<file path="src/hw/rtl/nwom_pkg.sv">
// Package for the nth-weekday-of-month block: shared types, codes and calendar tables.
// Used by nwom_calendar, nwom_select and nth_weekday_of_month_top; depends on nothing.

package nwom_pkg;

	// Selection codes of a request; the fourth code means nothing and yields an error
	typedef enum logic [1:0] {
		CMD_NTH    = 2'd0,
		CMD_TEENTH = 2'd1,
		CMD_LAST   = 2'd2,
		CMD_UNUSED = 2'd3
	} cmd_t;

	// Configuration register indexes
	localparam logic REG_YEAR  = 1'b0;
	localparam logic REG_MONTH = 1'b1;

	localparam logic [13:0] YEAR_RESET  = 14'd2000;
	localparam logic [3:0]  MONTH_RESET = 4'd1;

	// floor(x / 100) for x below 2^15 is (x * 5243) >> 19
	localparam logic [12:0] RECIP_100 = 13'd5243;
	localparam int unsigned RECIP_SHIFT = 19;

	// Weekday of the 13th relative to the 1st; the last day's shift comes from last_shift
	localparam logic [2:0] TEENTH_SHIFT = 3'd5;

	// Day-of-week state handed from the calendar stages to the selection stages
	typedef struct packed {
		logic       valid;
		logic [1:0] cmd;
		logic [2:0] weekday;
		logic [2:0] ordinal;
		logic [4:0] len;
		logic [5:0] fold;
		logic       bad;
	} cal_t;

	// Reduce a value of at most 13 to its residue mod 7
	function automatic logic [2:0] mod7_small(input logic [3:0] v);
		logic [3:0] r;
		r = (v >= 4'd7) ? (v - 4'd7) : v;
		return r[2:0];
	endfunction

	// Month key for the day-of-week sum, January is 1
	function automatic logic [2:0] month_offset(input logic [3:0] m);
		logic [2:0] r;
		case (m)
			4'd1:    r = 3'd0;
			4'd2:    r = 3'd3;
			4'd3:    r = 3'd2;
			4'd4:    r = 3'd5;
			4'd5:    r = 3'd0;
			4'd6:    r = 3'd3;
			4'd7:    r = 3'd5;
			4'd8:    r = 3'd1;
			4'd9:    r = 3'd4;
			4'd10:   r = 3'd6;
			4'd11:   r = 3'd2;
			4'd12:   r = 3'd4;
			default: r = 3'd0;
		endcase
		return r;
	endfunction

	function automatic logic [4:0] month_length(input logic [3:0] m, input logic leap);
		logic [4:0] r;
		case (m)
			4'd2:    r = leap ? 5'd29 : 5'd28;
			4'd4:    r = 5'd30;
			4'd6:    r = 5'd30;
			4'd9:    r = 5'd30;
			4'd11:   r = 5'd30;
			default: r = 5'd31;
		endcase
		return r;
	endfunction

	// (len - 1) mod 7 for lengths 28 to 31
	function automatic logic [2:0] last_shift(input logic [4:0] len);
		logic [2:0] r;
		case (len)
			5'd28:   r = 3'd6;
			5'd29:   r = 3'd0;
			5'd30:   r = 3'd1;
			default: r = 3'd2;
		endcase
		return r;
	endfunction

endpackage

</file>
<file path="src/hw/rtl/nwom_calendar.sv">
// Calendar stages 1 and 2: shifted year, century quotients, leap year, month length
// and the octal-folded day-of-week sum of the 1st. Depends on nwom_pkg.

module nwom_calendar (
	input  logic             clk,
	input  logic             arst_n,
	input  logic             start,
	input  logic [1:0]       command,
	input  logic [2:0]       weekday,
	input  logic [2:0]       ordinal,
	input  logic [13:0]      year,
	input  logic [3:0]       month,
	output nwom_pkg::cal_t   cal
);

	logic [14:0] yy;
	logic [27:0] yy_prod;
	logic [26:0] yr_prod;

	logic        valid_s1;
	logic [1:0]  cmd_s1;
	logic [2:0]  wd_s1;
	logic [2:0]  ord_s1;
	logic [3:0]  month_s1;
	logic [13:0] year_s1;
	logic [14:0] yy_s1;
	logic [7:0]  yyq100_s1;
	logic [7:0]  yrq100_s1;

	logic [14:0] yr_hund;
	logic [13:0] r100;
	logic        leap;
	logic [14:0] dow_sum;
	logic [5:0]  fold;
	logic        bad;

	logic        valid_s2;
	logic [1:0]  cmd_s2;
	logic [2:0]  wd_s2;
	logic [2:0]  ord_s2;
	logic [4:0]  len_s2;
	logic [5:0]  fold_s2;
	logic        bad_s2;

	// Step back one year for January and February; 400 years is a whole number of weeks
	assign yy = {1'b0, year} + 15'd400 - ((month < 4'd3) ? 15'd1 : 15'd0);
	assign yy_prod = 28'(yy) * 28'(nwom_pkg::RECIP_100);
	assign yr_prod = 27'(year) * 27'(nwom_pkg::RECIP_100);

	always_ff @(posedge clk or negedge arst_n) begin
		if (!arst_n) begin
			valid_s1 <= 1'b0;
		end else begin
			valid_s1 <= start;
		end
	end

	always_ff @(posedge clk) begin
		cmd_s1    <= command;
		wd_s1     <= weekday;
		ord_s1    <= ordinal;
		month_s1  <= month;
		year_s1   <= year;
		yy_s1     <= yy;
		yyq100_s1 <= yy_prod[nwom_pkg::RECIP_SHIFT +: 8];
		yrq100_s1 <= yr_prod[nwom_pkg::RECIP_SHIFT +: 8];
	end

	always_comb begin
		yr_hund = 15'(yrq100_s1) * 15'd100;
		r100    = year_s1 - yr_hund[13:0];
		leap    = ((year_s1[1:0] == 2'd0) && (r100 != 14'd0)) ||
			((r100 == 14'd0) && (yrq100_s1[1:0] == 2'd0));
		dow_sum = yy_s1 + {2'b00, yy_s1[14:2]} - {7'd0, yyq100_s1}
			+ {9'd0, yyq100_s1[7:2]} + {12'd0, nwom_pkg::month_offset(month_s1)} + 15'd1;
		// 8 is 1 mod 7, so the octal digits sum to the same residue
		fold    = {3'd0, dow_sum[2:0]} + {3'd0, dow_sum[5:3]} + {3'd0, dow_sum[8:6]}
			+ {3'd0, dow_sum[11:9]} + {3'd0, dow_sum[14:12]};
		bad     = (wd_s1 == 3'd7) || (month_s1 == 4'd0) || (month_s1 > 4'd12)
			|| (cmd_s1 == nwom_pkg::CMD_UNUSED);
	end

	always_ff @(posedge clk or negedge arst_n) begin
		if (!arst_n) begin
			valid_s2 <= 1'b0;
		end else begin
			valid_s2 <= valid_s1;
		end
	end

	always_ff @(posedge clk) begin
		cmd_s2  <= cmd_s1;
		wd_s2   <= wd_s1;
		ord_s2  <= ord_s1;
		len_s2  <= nwom_pkg::month_length(month_s1, leap);
		fold_s2 <= fold;
		bad_s2  <= bad;
	end

	assign cal = {valid_s2, cmd_s2, wd_s2, ord_s2, len_s2, fold_s2, bad_s2};

endmodule

</file>
<file path="src/hw/rtl/nwom_select.sv">
// Selection stages 3 and 4: weekday of the 1st, offset to the target weekday per
// selection, then the day of month and the range check. Depends on nwom_pkg.

module nwom_select (
	input  logic           clk,
	input  logic           arst_n,
	input  nwom_pkg::cal_t cal,
	output logic           done,
	output logic [4:0]     day_of_month,
	output logic           status
);

	logic [2:0] first;
	logic [2:0] w13;
	logic [2:0] wl;
	logic [2:0] off;

	logic       valid_s3;
	logic [1:0] cmd_s3;
	logic [2:0] ord_s3;
	logic [4:0] len_s3;
	logic [2:0] off_s3;
	logic       bad_s3;

	logic [5:0] nth_day;
	logic [5:0] day;
	logic       found;

	logic       done_s4;
	logic [4:0] day_s4;
	logic       status_s4;

	always_comb begin
		first = nwom_pkg::mod7_small({1'b0, cal.fold[2:0]} + {1'b0, cal.fold[5:3]});
		w13   = nwom_pkg::mod7_small({1'b0, first} + {1'b0, nwom_pkg::TEENTH_SHIFT});
		wl    = nwom_pkg::mod7_small({1'b0, first} + {1'b0, nwom_pkg::last_shift(cal.len)});
		case (cal.cmd)
			nwom_pkg::CMD_NTH:
				off = nwom_pkg::mod7_small(4'd7 + {1'b0, cal.weekday} - {1'b0, first});
			nwom_pkg::CMD_TEENTH:
				off = nwom_pkg::mod7_small(4'd7 + {1'b0, cal.weekday} - {1'b0, w13});
			default:
				off = nwom_pkg::mod7_small(4'd7 + {1'b0, wl} - {1'b0, cal.weekday});
		endcase
	end

	always_ff @(posedge clk or negedge arst_n) begin
		if (!arst_n) begin
			valid_s3 <= 1'b0;
		end else begin
			valid_s3 <= cal.valid;
		end
	end

	always_ff @(posedge clk) begin
		cmd_s3 <= cal.cmd;
		ord_s3 <= cal.ordinal;
		len_s3 <= cal.len;
		off_s3 <= off;
		bad_s3 <= cal.bad;
	end

	always_comb begin
		nth_day = 6'd1 + {3'd0, off_s3} + 6'd7 * ({3'd0, ord_s3} - 6'd1);
		case (cmd_s3)
			nwom_pkg::CMD_NTH: begin
				day   = nth_day;
				found = (ord_s3 != 3'd0) && (nth_day <= {1'b0, len_s3});
			end
			nwom_pkg::CMD_TEENTH: begin
				day   = 6'd13 + {3'd0, off_s3};
				found = 1'b1;
			end
			nwom_pkg::CMD_LAST: begin
				day   = {1'b0, len_s3} - {3'd0, off_s3};
				found = 1'b1;
			end
			default: begin
				day   = 6'd0;
				found = 1'b0;
			end
		endcase
		if (bad_s3) begin
			found = 1'b0;
		end
	end

	always_ff @(posedge clk or negedge arst_n) begin
		if (!arst_n) begin
			done_s4 <= 1'b0;
		end else begin
			done_s4 <= valid_s3;
		end
	end

	// Drop the day on a miss
	always_ff @(posedge clk) begin
		day_s4    <= found ? day[4:0] : 5'd0;
		status_s4 <= ~found;
	end

	assign done         = done_s4;
	assign day_of_month = day_s4;
	assign status       = status_s4;

endmodule

</file>
<file path="src/hw/rtl/nth_weekday_of_month_top.sv">
// done rises once the request has passed four register stages (valid_s1, valid_s2,
// valid_s3, done_s4); throughput is one request per cycle.
// busy is always low: the pipeline never stalls, and every result shows for one cycle only.
// Reset (arst_n low) empties the pipeline and sets year 2000, month 1.
// Top level of the nth-weekday-of-month block: configuration registers and the two
// pipeline halves. Depends on nwom_pkg, nwom_calendar and nwom_select.

module nth_weekday_of_month_top (
	input  logic        clk,
	input  logic        arst_n,
	input  logic        wr_en,
	input  logic        wr_index,
	input  logic [13:0] wr_data,
	input  logic        start,
	output logic        busy,
	input  logic [1:0]  command,
	input  logic [2:0]  weekday,
	input  logic [2:0]  ordinal,
	output logic        done,
	output logic [4:0]  day_of_month,
	output logic        status
);

	logic [13:0] year_q;
	logic [3:0]  month_q;

	nwom_pkg::cal_t cal;

	always_ff @(posedge clk or negedge arst_n) begin
		if (!arst_n) begin
			year_q  <= nwom_pkg::YEAR_RESET;
			month_q <= nwom_pkg::MONTH_RESET;
		end else if (wr_en) begin
			if (wr_index == nwom_pkg::REG_YEAR) begin
				year_q <= wr_data;
			end
			if (wr_index == nwom_pkg::REG_MONTH) begin
				month_q <= wr_data[3:0];
			end
		end
	end

	assign busy = 1'b0;

	nwom_calendar u_calendar (
		.clk     (clk),
		.arst_n  (arst_n),
		.start   (start),
		.command (command),
		.weekday (weekday),
		.ordinal (ordinal),
		.year    (year_q),
		.month   (month_q),
		.cal     (cal)
	);

	nwom_select u_select (
		.clk          (clk),
		.arst_n       (arst_n),
		.cal          (cal),
		.done         (done),
		.day_of_month (day_of_month),
		.status       (status)
	);

endmodule
</file>
<file path="config.mk">
export PLATFORM = sky130hd
export DESIGN_NAME = nth_weekday_of_month_top
export DESIGN_NICKNAME = d
export VERILOG_FILES = /design/src/hw/rtl/nwom_pkg.sv /design/src/hw/rtl/nwom_calendar.sv /design/src/hw/rtl/nwom_select.sv /design/src/hw/rtl/nth_weekday_of_month_top.sv
export SDC_FILE = /design/constraint.sdc
export NUM_CORES = 1
export LEC_CHECK = 0
export BUFFER_PORTS_ARGS = -buffer_cell sky130_fd_sc_hd__buf_2
export CORE_MARGIN = 4
export CORE_UTILIZATION = 40
export CTS_CLUSTER_SIZE = 30
export DETAILED_ROUTE_END_ITERATION = 7
export PLACE_DENSITY = 0.65
export SYNTH_ARGS = -nofsm -noshare
export SYNTH_HDL_FRONTEND = slang
export SYNTH_SLANG_ARGS = --single-unit
</file>
<file path="constraint.sdc">
create_clock -name clk -period 8.98 [get_ports clk]
set_input_delay 0 -clock clk [delete_from_list [all_inputs] [get_ports clk]]
set_output_delay 0 -clock clk [all_outputs]
set_load 0.01 [all_outputs]
</file>
# Yosys cells after proc, flatten, opt, wreduce, memory -nomap -nowiden
# Memory sizes are Yosys's and may differ from the RTL's. A register that Yosys moved wholly into a read port is not among the register bits.
# Index checks and enable logic that the tools add are counted.
# word_totals
mem_count,1
inputBits,27
output_inout_bits,8
register_bits,119
rom_bits,48
# memory_table
memory,words,word_bits,read_ports,rd_clocked_by_memory_dff,wr,line_no,text
(name not given),16,3,1,1,0,nwom_pkg.sv:49,case (m)
# classes
order_cmp,9
mul,4
muxes,14
bitwise,2
n_reduce_logical,19
n_addsub,31
n_eq_ne,13
# ops
cell,count
multiplier 14 x 13 -> 27 bit (second input constant),1
multiplier 15 x 13 -> 27 bit (second input constant),1
greater-or-equal comparator 4 x 3 -> 1 bit (second input constant),6
adder 6 x 3 -> 6 bit,3
two-way mux 3 bit,6
subtractor 3 bit (second input constant),6
adder 14 x 9 -> 15 bit (second input constant),1
adder 15 x 1 -> 15 bit (second input constant),1
adder 15 x 13 -> 15 bit,1
adder 15 x 3 -> 15 bit,1
adder 15 x 6 -> 15 bit,1
equality test 5 bit (second input constant),3
case mux 5 bit (3 select lines),1
subtractor 15 bit,1
subtractor 15 x 8 -> 15 bit,1
logical NOT 14 bit,1
nonzero test 14 bit,1
subtractor 14 bit,1
adder 3 x 3 -> 4 bit,3
multiplier 8 x 5 -> 12 bit (second input constant),1
subtractor 4 x 3 -> 4 bit,3
case mux 5 bit (2 select lines),1
case mux 3 bit (3 select lines),1
adder 3 x 3 -> 4 bit (first input constant),2
other kinds (28),44

# Depth between registers and ports, before layout
# Gate-level depths: netlist of run 1.
# depth
ltp_word,11
mapped_depth,30
ltp_nobuf,30

# Hierarchy
# A second synthesis of run 1 with hierarchy kept.
# unflattened
cells_unflattened,1519
area_unflattened_um2,15067.0
# by_module_without_submodules
module,seq_area_each_um2,area_each_um2,cells_each,n_inst
nwom_calendar,1591.5,12075.3,1229,1
nwom_select,450.4,2232.1,248,1
nth_weekday_of_month_top,459.2,759.5,42,1

# Least setup slack after synthesis of run 1
# OpenSTA, ideal clock, no wires.
# synth_path
kind,flip-flop to flip-flop
start,register month_q[1]
end,register u_calendar.yyq100_s1[7]
arrival_ns,6.889
period_less_slack_ns,7.012
setup_slack_ns,1.968
path_stages_with_launch,30
n_path_buf,0
setup_ns,0.123
required_time_ns,8.857
cell_sequence,dfrtp_1 > ha_1 > nor3_1 > ha_1 > inv_1 > ha_1 > fa_1 > a21o_1 > a21oi_1 > o21ai_1 > a211o_1 > a211oi_2 > nor4b_1 > or3_1 > ha_1 > inv_1 > fa_1 > inv_1 > fa_1 > fa_1 > inv_1 > fa_1 > inv_1 > ha_1 > o21a_1 > o21ai_0 > a211o_1 > nand3_1 > a41oi_1 > xnor2_1
# synth_via
elab_chain_cells,4
# synth_rtl
item,line_no,text
from (decl),nth_weekday_of_month_top.sv:25,logic [3:0] month_q;
from (signal assigned),nth_weekday_of_month_top.sv:32,month_q <= nwom_pkg::MONTH_RESET;
from (signal assigned),nth_weekday_of_month_top.sv:38,month_q <= wr_data[3:0];
less-than comparator 4 x 2 -> 1 bit,nwom_calendar.sv:46,"assign yy = {1'b0, year} + 15'd400 - ((month < 4'd3) ? 15'd1 : 15'd0);"
two-way mux 1 bit,nwom_calendar.sv:46,
subtractor 15 bit,nwom_calendar.sv:46,
net u_calendar.yy[13],nwom_calendar.sv:16,logic [14:0] yy;
multiplier 15 x 13 -> 27 bit,nwom_calendar.sv:47,assign yy_prod = 28'(yy) * 28'(nwom_pkg::RECIP_100);
net u_calendar.yy_prod[26],nwom_calendar.sv:17,logic [27:0] yy_prod;
to (signal assigned),nwom_calendar.sv:65,yyq100_s1 <= yy_prod[nwom_pkg::RECIP_SHIFT +: 8];
to (decl),nwom_calendar.sv:27,logic [7:0] yyq100_s1;
# The timed path passes the listed nets, and every way through them passes these cells.
# A chain may end at the register's enable or synchronous reset.

# Worst setup path in the final report of run 1
# Same ends and word-level chain as after synthesis.

==> results.md, run 1 <==
* Worst-case reg-to-reg path depth at 29
* Final nets at 2,116
* Via-to-Cell Ratio at 4.86
* Synth warn at 0
* First-pass GRT wire length at 50,400 um
* Relative slew slack at 0.175
* Routed wire length per instance at 14.3 um
* CTS Sinks at 116
* Die ar. at 39,900 um2
* Total CTS buffers at 17
* DR vias at 9,961
* # IOs at 35
* Final Cycle Share at 0.856
* CP top delay family: adder cells
* Minimum clock period at 7680 ps
* Reg clk slew, reported paths at 60 ps
* Worst Path Required at 9280 ps
* Synthesized-area fraction occupied by and/or/nand/nor cells at 0.0640
* Yosys top cell area share at 0.294
* Tightest Pin Transition at 1230 ps
* Vias in the first global route at 10,600
* Post-synthesis area per instance at 9.81 um2
* DRC Markers at 0
* HP Start: wr_en
* Largest net degree at the start of global routing at 29
* Die H at 200 um
* EDFF count, synth at 0
* RSZ-0062 raised after global routing: no
* R2R Setup Slk at 1300 ps
* All-Layer GR Usage at 0.156
* Remaining antenna violation count at 0
* Drt pass-1 iters at 5
* Number of buffers inserted by port buffering at 33
* H-tree depth at 4
* Largest family of logic cells by synthesized area: adder cells
* Sequential element share of the synthesized area at 0.166
* Ys flop type: dfxtp_1
* Critical path depth in cells at 29
* Post-place instance area at 15,500 um2
* Die Wd at 200 um
* Violation count after the first detailed-route iteration at 367
* Slowest stage delay, CP at 560 ps
* CP endpoint kind: flop
* Synth Area in Adders at 0.522
* Synth Area in Compound Gates at 0.0902
* Run status: finished clean
* Row cnt at 69
* Final Max Tran Viols at 0
* Sum of buffers and inverters on the critical path at 5
* P&R area growth vs syn at 10.8%
* Yosys top cell by area: ha_1
* Design area at 16,300 um2
* Clock insertion delay at the later pin of the skew report at 420 ps
* DP Wirelength at 25,500 um
* Hold Crit Class: input port to flop
* Initial antenna violation count at 0
* Final setup skew at 11.3 ps
* Distinct cells, synth at 66
* Setup TNS at 0 ps
* Core Region at 35,900 um2
* Setup-failing EPs final at 0
* Reg-to-reg critical path startpoint: month_q[1]
* Grt ovf at 0
* Final Hold Fails at 0
* Startpoint types: flop
* Filler cell count at 3,349
* Critical Path Source: month_q[1]
* Routed wire length at 29,400 um
* Root buffer cell: clkbuf_16
* Number of synthesized register bits at 116
* Layout cells sized above 1 at 0.0636
* FF-to-FF End: u_calendar.yyq100_s1[7]
* Crit Path Category: flop to flop
* Crit-path slowest cell: fa_1
* Fmax at 0.130 GHz
* Arrival @ worst endpoint at 7980 ps
* Mapped cell area at 14,700 um2
* Gate Count Post-Synth at 1,500
* # resized after CTS at 0
* Async S/R FF share, synth at 0.190
* Initial Util at 0.410
* Antenna cell count at 0
* Clock Path Buffers at 2
* Routability Congestion at 0.906
* Mapped Nets at 2,040
* Worst-path maximum fanout at 6
* Ranking of synthesized cells by area: ha_1 29%, fa_1 23%, dfxtp_1 13%
* Post-Synth XOR/XNOR Area at 0.0486
* CP endpoint: u_calendar.yyq100_s1[7]
* CTS tree: done
* Max Cap Viol at 0
* Post-synthesis mux area share at 0.0109
==> cells by family (layout without fill, tap and decap cells) <==
family | count (synthesis) | in the layout
XOR/XNOR | 80 | 80
buffers and inverters | 386 | 475
flip-flops | 116 | 116
AO/OA/AOI/OAI | 201 | 201
adder cells (fa/ha/maj) | 513 | 513
AND/OR/NAND/NOR | 188 | 188
multiplexers | 15 | 15
other | 1 | 1
==> flip-flops by register name (all words and copies together), names as in the netlist, 2 cells and up, named ones only <==
name                   flops
u_calendar.yy_s1          15
u_calendar.year_s1        14
year_q                    14
u_calendar.yrq100_s1       8
u_calendar.yyq100_s1       8
u_calendar.fold_s2         6
u_select.day_of_month      5
month_q                    4
u_calendar.month_s1        4
u_calendar.ord_s1          3
u_calendar.ord_s2          3
u_calendar.wd_s1           3
u_calendar.wd_s2           3
u_select.off_s3            3
u_select.ord_s3            3
u_calendar.cmd_s1          2
u_calendar.cmd_s2          2
u_calendar.len_s2          2
u_select.cmd_s3            2
u_select.len_s3            2
==> metrics by stage <==
step / std cells / setup slack (ps) / util / hold WS, ps
final: 2050 / 1300 / 0.454 / 90.8
after global routing: 2050 / 829 / 0.454 / 89.1
after CTS: 2050 / 1310 / 0.454 / 78.2
after detailed placement: 1994 / 1330 / 0.431 / 27.1
after global placement: 1994 / 1520 / 0.431 / 15.3
after floorplan: 1500 / 1970 / - / -296
==> worst min-delay path: stages <==
cell and delay [ps]:
buf_2 110, nand2_1 170, mux2_2 180
==> placed cells by master (no fill, tap or decap), types with 6 or more instances in the layout <==
| cell | n |
|---|---|
| inv_1 | 381 |
| ha_1 | 346 |
| fa_1 | 167 |
| dfxtp_1 | 94 |
| a21oi_1 | 53 |
| xnor2_1 | 53 |
| nand2_1 | 51 |
| o21ai_0 | 51 |
| nor2_1 | 36 |
| buf_2 | 33 |
| xor2_1 | 26 |
| dlygate4sd3_1 | 24 |
| a21o_1 | 20 |
| nor3_1 | 20 |
| nand3_1 | 18 |
| clkbuf_16 | 17 |
| dfrtp_1 | 15 |
| o21a_1 | 13 |
| nand2b_1 | 11 |
| nor2b_1 | 10 |
| mux2_2 | 8 |
| a211oi_1 | 7 |
| mux2i_1 | 7 |
| or2_2 | 7 |
| dfstp_2 | 7 |
| a211o_1 | 6 |
| o211ai_1 | 6 |
| or3_1 | 6 |
| a31oi_1 | 6 |
==> what timing repair did <==
| action | CTS | global route |
|---|---|---|
| hold buffers | 24 | 0 |
| endpoints found under the hold margin | 49 | 0 |
| buffers inserted | 0 | 0 |
==> synth_stat cells, drive strengths merged (3+ instances only) <==
master	number
or2	7
xor2	26
nand3	18
mux2i	7
or3	6
ha	346
dfxtp	94
a2111oi	4
a222oi	3
fa	167
nor3	20
nand2b	11
a21oi	54
nand4	4
o31ai	3
nor2b	11
a211o	7
dfrtp	15
nand3b	5
xnor2	53
o21ai	52
nor2	36
a21o	20
o211ai	6
o21a	13
mux2	8
dfstp	7
a31oi	6
a21boi	4
a211oi	9
and3	5
inv	381
clkbuf	4
nand2	51
==> cell type report <==
cell class	instances	area (um2)	area share
Timing Repair Buffer	62	443	0.0272
Multi-Input combinational cell	998	10800	0.664
Clock inverter	15	170	0.0104
Tap cell	461	577	0.0354
Sequential cell	116	2440	0.150
Inverter	381	1430	0.0877
Clock buffer	17	425	0.0261
==> worst min path at each step <==
stage               depth (start not counted)  slack [ps]          to
floorplan                                   0        -300  month_q[1]
global placement                            1          20  year_q[11]
detailed placement                          1          30  year_q[11]
CTS                                         3          80  month_q[1]
global route                                3          90  month_q[0]
finish                                      3          90  month_q[1]
==> per-layer routing <==
metal | vias up | part of all wire | track usage
met5 | - | 0 | 0
met4 | 0 | 0.017 | 0.0375
met3 | 37 | 0.027 | 0.0185
met2 | 124 | 0.48 | 0.270
met1 | 4793 | 0.48 | 0.209
li1 | 5007 | - | -
Power of run 1 is left out: the tool's default activity adds up to more than one toggle a clock period on the data nets, which glitch-free logic cannot reach.
==> run 2: changes to the inputs <==
--- a/config.mk
+++ b/config.mk
@@ -10,6 +10,7 @@
 export CORE_UTILIZATION = 40
 export CTS_CLUSTER_SIZE = 30
 export DETAILED_ROUTE_END_ITERATION = 7
+export GPL_TIMING_DRIVEN = 0
 export PLACE_DENSITY = 0.65
 export SYNTH_ARGS = -nofsm -noshare
 export SYNTH_HDL_FRONTEND = slang
==> results.md, run 2 (synthesis results as in run 1) <==
* Crit Path Category: flop to flop
* Final Cycle Share at 0.884
* Die Wd at 200 um
* Largest net degree at the start of global routing at 23
* Max Cap Viol at 0
* Run status: finished clean
* Routability Congestion at 0.888
* Reg-to-reg critical path startpoint: month_q[1]
* Final setup skew at 19.6 ps
* Design area at 16,300 um2
* Row cnt at 69
* Routed wire length at 28,700 um
* DR vias at 9,936
* Remaining antenna violation count at 0
* First-pass GRT wire length at 49,700 um
* Core Region at 35,900 um2
* Worst-path maximum fanout at 6
* DRC Markers at 0
* P&R area growth vs syn at 10.7%
* Die ar. at 39,900 um2
* CTS Sinks at 116
* Drt pass-1 iters at 5
* Grt ovf at 0
* Antenna cell count at 0
* Clock insertion delay at the later pin of the skew report at 420 ps
* Startpoint types: flop
* Final Max Tran Viols at 0
* RSZ-0062 raised after global routing: no
* Initial Util at 0.410
* Max reg flops at 15
* Vias in the first global route at 10,500
* Worst Path Required at 9280 ps
* Die H at 200 um
* Hold Crit Class: input port to flop
* Largest registers: u_calendar.yy_s1 x15, u_calendar.year_s1 x14, year_q x14
* FF+latch area at 2440 um2
* Most common cell after layout, fill and taps aside: inv_1
* Setup TNS at 0 ps
* CTS tree: done
* Routed wire length per instance at 14.0 um
* Relative slew slack at 0.172
* Reg clk slew, reported paths at 60 ps
* HP Start: wr_en
* Clock Path Buffers at 2
* DP Wirelength at 25,000 um
* Minimum clock period at 7940 ps
* Tightest Pin Transition at 1230 ps
* Arrival @ worst endpoint at 8240 ps
* CP endpoint kind: flop
* H-tree depth at 4
* Final nets at 2,116
* Fmax at 0.126 GHz
* Number of buffers inserted by port buffering at 33
* # IOs at 35
* Crit-path slowest cell: fa_1
* Violation count after the first detailed-route iteration at 356
* Slowest stage delay, CP at 540 ps
* Via-to-Cell Ratio at 4.85
* Initial antenna violation count at 0
* Filler cell count at 3,368
* Root buffer cell: clkbuf_16
* Layout cells sized above 1 at 0.0573
* Number of setup buffers added after CTS at 0
* Multi-input logic area at 10,800 um2
* Most frequent cells in the layout: 381 x inv_1, 346 x ha_1, 167 x fa_1
* Post-place instance area at 15,500 um2
* Final Non-Filler Cells at 2,050
* All-Layer GR Usage at 0.153
* Critical Path Source: month_q[1]
* Final Hold Fails at 0
* Total CTS buffers at 17
* Biggest register: u_calendar.yy_s1
* Placed Cells at 1,994
* Setup-failing EPs final at 0
-- run 2: cell types whose count changed in the layout (fill, tap and decap cells not counted), moves of 2 or more --
cell | before | now
clkinvlp_4 | 2 | 0
inv_8 | 2 | 0
clkinv_2 | 1 | 3
clkbuf_1 | 0 | 9
buf_4 | 5 | 1
inv_6 | 5 | 0
-- run 2: routing by layer --
layer	GRT usage	wire length, um
met1	0.209	13700
met2	0.263	13800
met3	0.0170	798
met4	0.0317	316
met5	0	0
-- run 2: final cells by class --
| class | instances | area share |
|---|---|---|
| repair buffers | 57 | 0.0249 |
| inverters | 381 | 0.0878 |
| plain buffers | 5 | 0.00138 |
| well taps | 461 | 0.0354 |
| clock inverters | 9 | 0.00807 |
| flip-flops and latches | 116 | 0.150 |
| clock buffers | 23 | 0.0281 |
| multi-input cells | 998 | 0.664 |
-- run 2: through the flow --
| stage | setup WS (ps) | hold WS [ps] | util |
|---|---|---|---|
| after floorplan | 1970 | -296 | - |
| after global placement | 1080 | -6.10 | 0.430 |
| after detailed placement | 1160 | 9.01 | 0.430 |
| after CTS | 1080 | 82.3 | 0.453 |
| after global routing | 556 | 109 | 0.453 |
| final | 1040 | 103 | 0.453 |
-- run 2: worst paths after layout --
kind / end / slack, ps / depth (start not counted)
min reg2reg: u_calendar.ord_s2[2] / 320 / 0
max in group asynchronous: month_q[2] / 8460 / 2
min in group asynchronous: year_q[5] / 130 / 2
max: u_calendar.yyq100_s1[7] / 1040 / 29
max reg2reg: u_calendar.yyq100_s1[7] / 1040 / 29
min: month_q[3] / 100 / 3
-- run 2: what timing repair did --
action,4_1_cts,5_1_grt
resized for setup,0,0
hold buffers,24,0
hold endpoints to repair,49,0
-- run 2: critical path: cells and delay by family (launching register included) --
family / cells / cell delay, ps
adder cells (fa/ha/maj): 10 / 3730
AO/OA/AOI/OAI: 9 / 2310
AND/OR/NAND/NOR: 4 / 950
flip-flops: 1 / 420
buffers and inverters: 5 / 280
XOR/XNOR: 1 / 100
Power of run 2 is left out for the same reason.
==> run 3: changes to the inputs <==
--- a/config.mk
+++ b/config.mk
@@ -11,7 +11,6 @@
 export CTS_CLUSTER_SIZE = 30
 export DETAILED_ROUTE_END_ITERATION = 7
 export GPL_TIMING_DRIVEN = 0
-export PLACE_DENSITY = 0.65
 export SYNTH_ARGS = -nofsm -noshare
 export SYNTH_HDL_FRONTEND = slang
 export SYNTH_SLANG_ARGS = --single-unit
==> results.md, run 3 (synthesis results as in run 1) <==
* Run status: finished clean
* Fmax at 0.127 GHz
* Number of buffers inserted by port buffering at 33
* GRT busiest layer: met2
* Grt ovf at 0
* Die ar. at 39,900 um2
* # resized after CTS at 0
* Initial antenna violation count at 1
* Setup TNS at 0 ps
* Final Hold Fails at 0
* Minimum clock period at 7860 ps
* DP Wirelength at 25,300 um
* CTS Sinks at 116
* Grt met2 use at 0.266
* Reg clk slew, reported paths at 50 ps
* Total CTS buffers at 17
* Violation count after the first detailed-route iteration at 393
* Hold path depth at 3
* Hold Crit Class: input port to flop
* Largest net degree at the start of global routing at 23
* Worst-case reg-to-reg path depth at 29
* DR vias at 9,867
* Routed wire length per instance at 14.3 um
* Crit-path slowest cell: or3_1
* Reg-to-reg critical path startpoint: month_q[1]
* Via-to-Cell Ratio at 4.81
* Drt pass-1 iters at 5
* FF-to-FF End: u_calendar.yyq100_s1[7]
* Crit Path Category: flop to flop
* Max Cap Viol at 0
* Final setup skew at 14.0 ps
* Remaining antenna violation count at 0
* M3 GR Usage at 0.0217
* CTS tree: done
* CP top delay family: adder cells
* Final Cycle Share at 0.876
* Routed wire length at 29,200 um
* Tightest Pin Transition at 1190 ps
* Biggest register: u_calendar.yy_s1
* Largest registers: u_calendar.yy_s1 x15, u_calendar.year_s1 x14, year_q x14
* Hold buffers post-CTS at 24
* Most frequent cells in the layout: 381 x inv_1, 346 x ha_1, 167 x fa_1
* Slowest stage delay, CP at 530 ps
* Met1 Resource Use GR at 0.213
* DRC Markers at 0
* Clock insertion delay at the later pin of the skew report at 420 ps
* Final Max Tran Viols at 0
* Routability Congestion at 0.858
* Worst Path Required at 9280 ps
* Layout cells sized above 1 at 0.0592
* Final nets at 2,116
* Setup-failing EPs final at 0
* R2R Setup Slk at 1120 ps
* Die Wd at 200 um
* Sum of buffers and inverters on the critical path at 5
* Arrival @ worst endpoint at 8160 ps
* Root buffer cell: clkbuf_16
* First-pass GRT wire length at 50,400 um
* Startpoint types: flop
* CP endpoint kind: flop
* Clock Path Buffers at 2
* All-Layer GR Usage at 0.156
* Hold Slack at 80.6 ps
* Worst-path maximum fanout at 6
* Max reg flops at 15
* H-tree depth at 4
* # IOs at 35
* Initial Util at 0.410
* P&R area growth vs syn at 11.0%
* Core Region at 35,900 um2
* Die H at 200 um
* Relative slew slack at 0.204
* Worst Hold Endpoint: month_q[2]
* Most common cell after layout, fill and taps aside: inv_1
* RSZ-0062 raised after global routing: no
* Row cnt at 69
* HP Start: wr_en
* Number of setup buffers added after CTS at 0
* Vias in the first global route at 10,400
-- run 3: cell types whose count changed in the layout (fill, tap and decap cells not counted), sizes merged --
cell and change:
bufinv +1, clkbuf -2, clkinv -1, diode +1, inv +2
-- run 3: stage by stage --
stage          instance area [um2]  worst slack [ps]   util  instances
2_1_floorplan                14700              1970      -       1500
3_3_place_gp                 15500              1170  0.430       1994
3_5_place_dp                 15500              1120  0.430       1994
4_1_cts                      16300              1090  0.455       2050
5_1_grt                      16300               640  0.455       2051
6_report                     16300              1120  0.455       2051
-- run 3: worst max path at each step --
stage / startpoint / to / slack (ps) / cells past startpoint
detailed placement: month_q[1] / u_calendar.yyq100_s1[7] / 1120 / 29
global route: month_q[1] / u_calendar.yyq100_s1[7] / 640 / 29
finish: month_q[1] / u_calendar.yyq100_s1[7] / 1120 / 29
global placement: month_q[1] / u_calendar.yyq100_s1[7] / 1170 / 29
floorplan: month_q[1] / u_calendar.yyq100_s1[7] / 1970 / 29
CTS: month_q[1] / u_calendar.yyq100_s1[7] / 1090 / 29
-- run 3: layer usage --
metal  vias up  part of all wire
met5         -                 0
met1      4729              0.48
met2       104              0.48
met4         0             0.013
li1       5009                 -
met3        25             0.028
-- run 3: cell type report --
| class | count | area [um2] |
|---|---|---|
| clock buffers | 21 | 460 |
| flip-flops and latches | 116 | 2440 |
| plain buffers | 5 | 22.5 |
| clock inverters | 11 | 174 |
| multi-input cells | 998 | 10800 |
| diodes | 1 | 2.50 |
| inverters | 381 | 1430 |
| well taps | 461 | 577 |
| repair buffers | 57 | 405 |
| fillers | 3430 | 19600 |
-- run 3: tightest hold or removal path, cell delays in order --
cell     delay [ps]
buf_2           120
nand2_1         160
mux2_2          180
Power of run 3 is left out for the same reason.
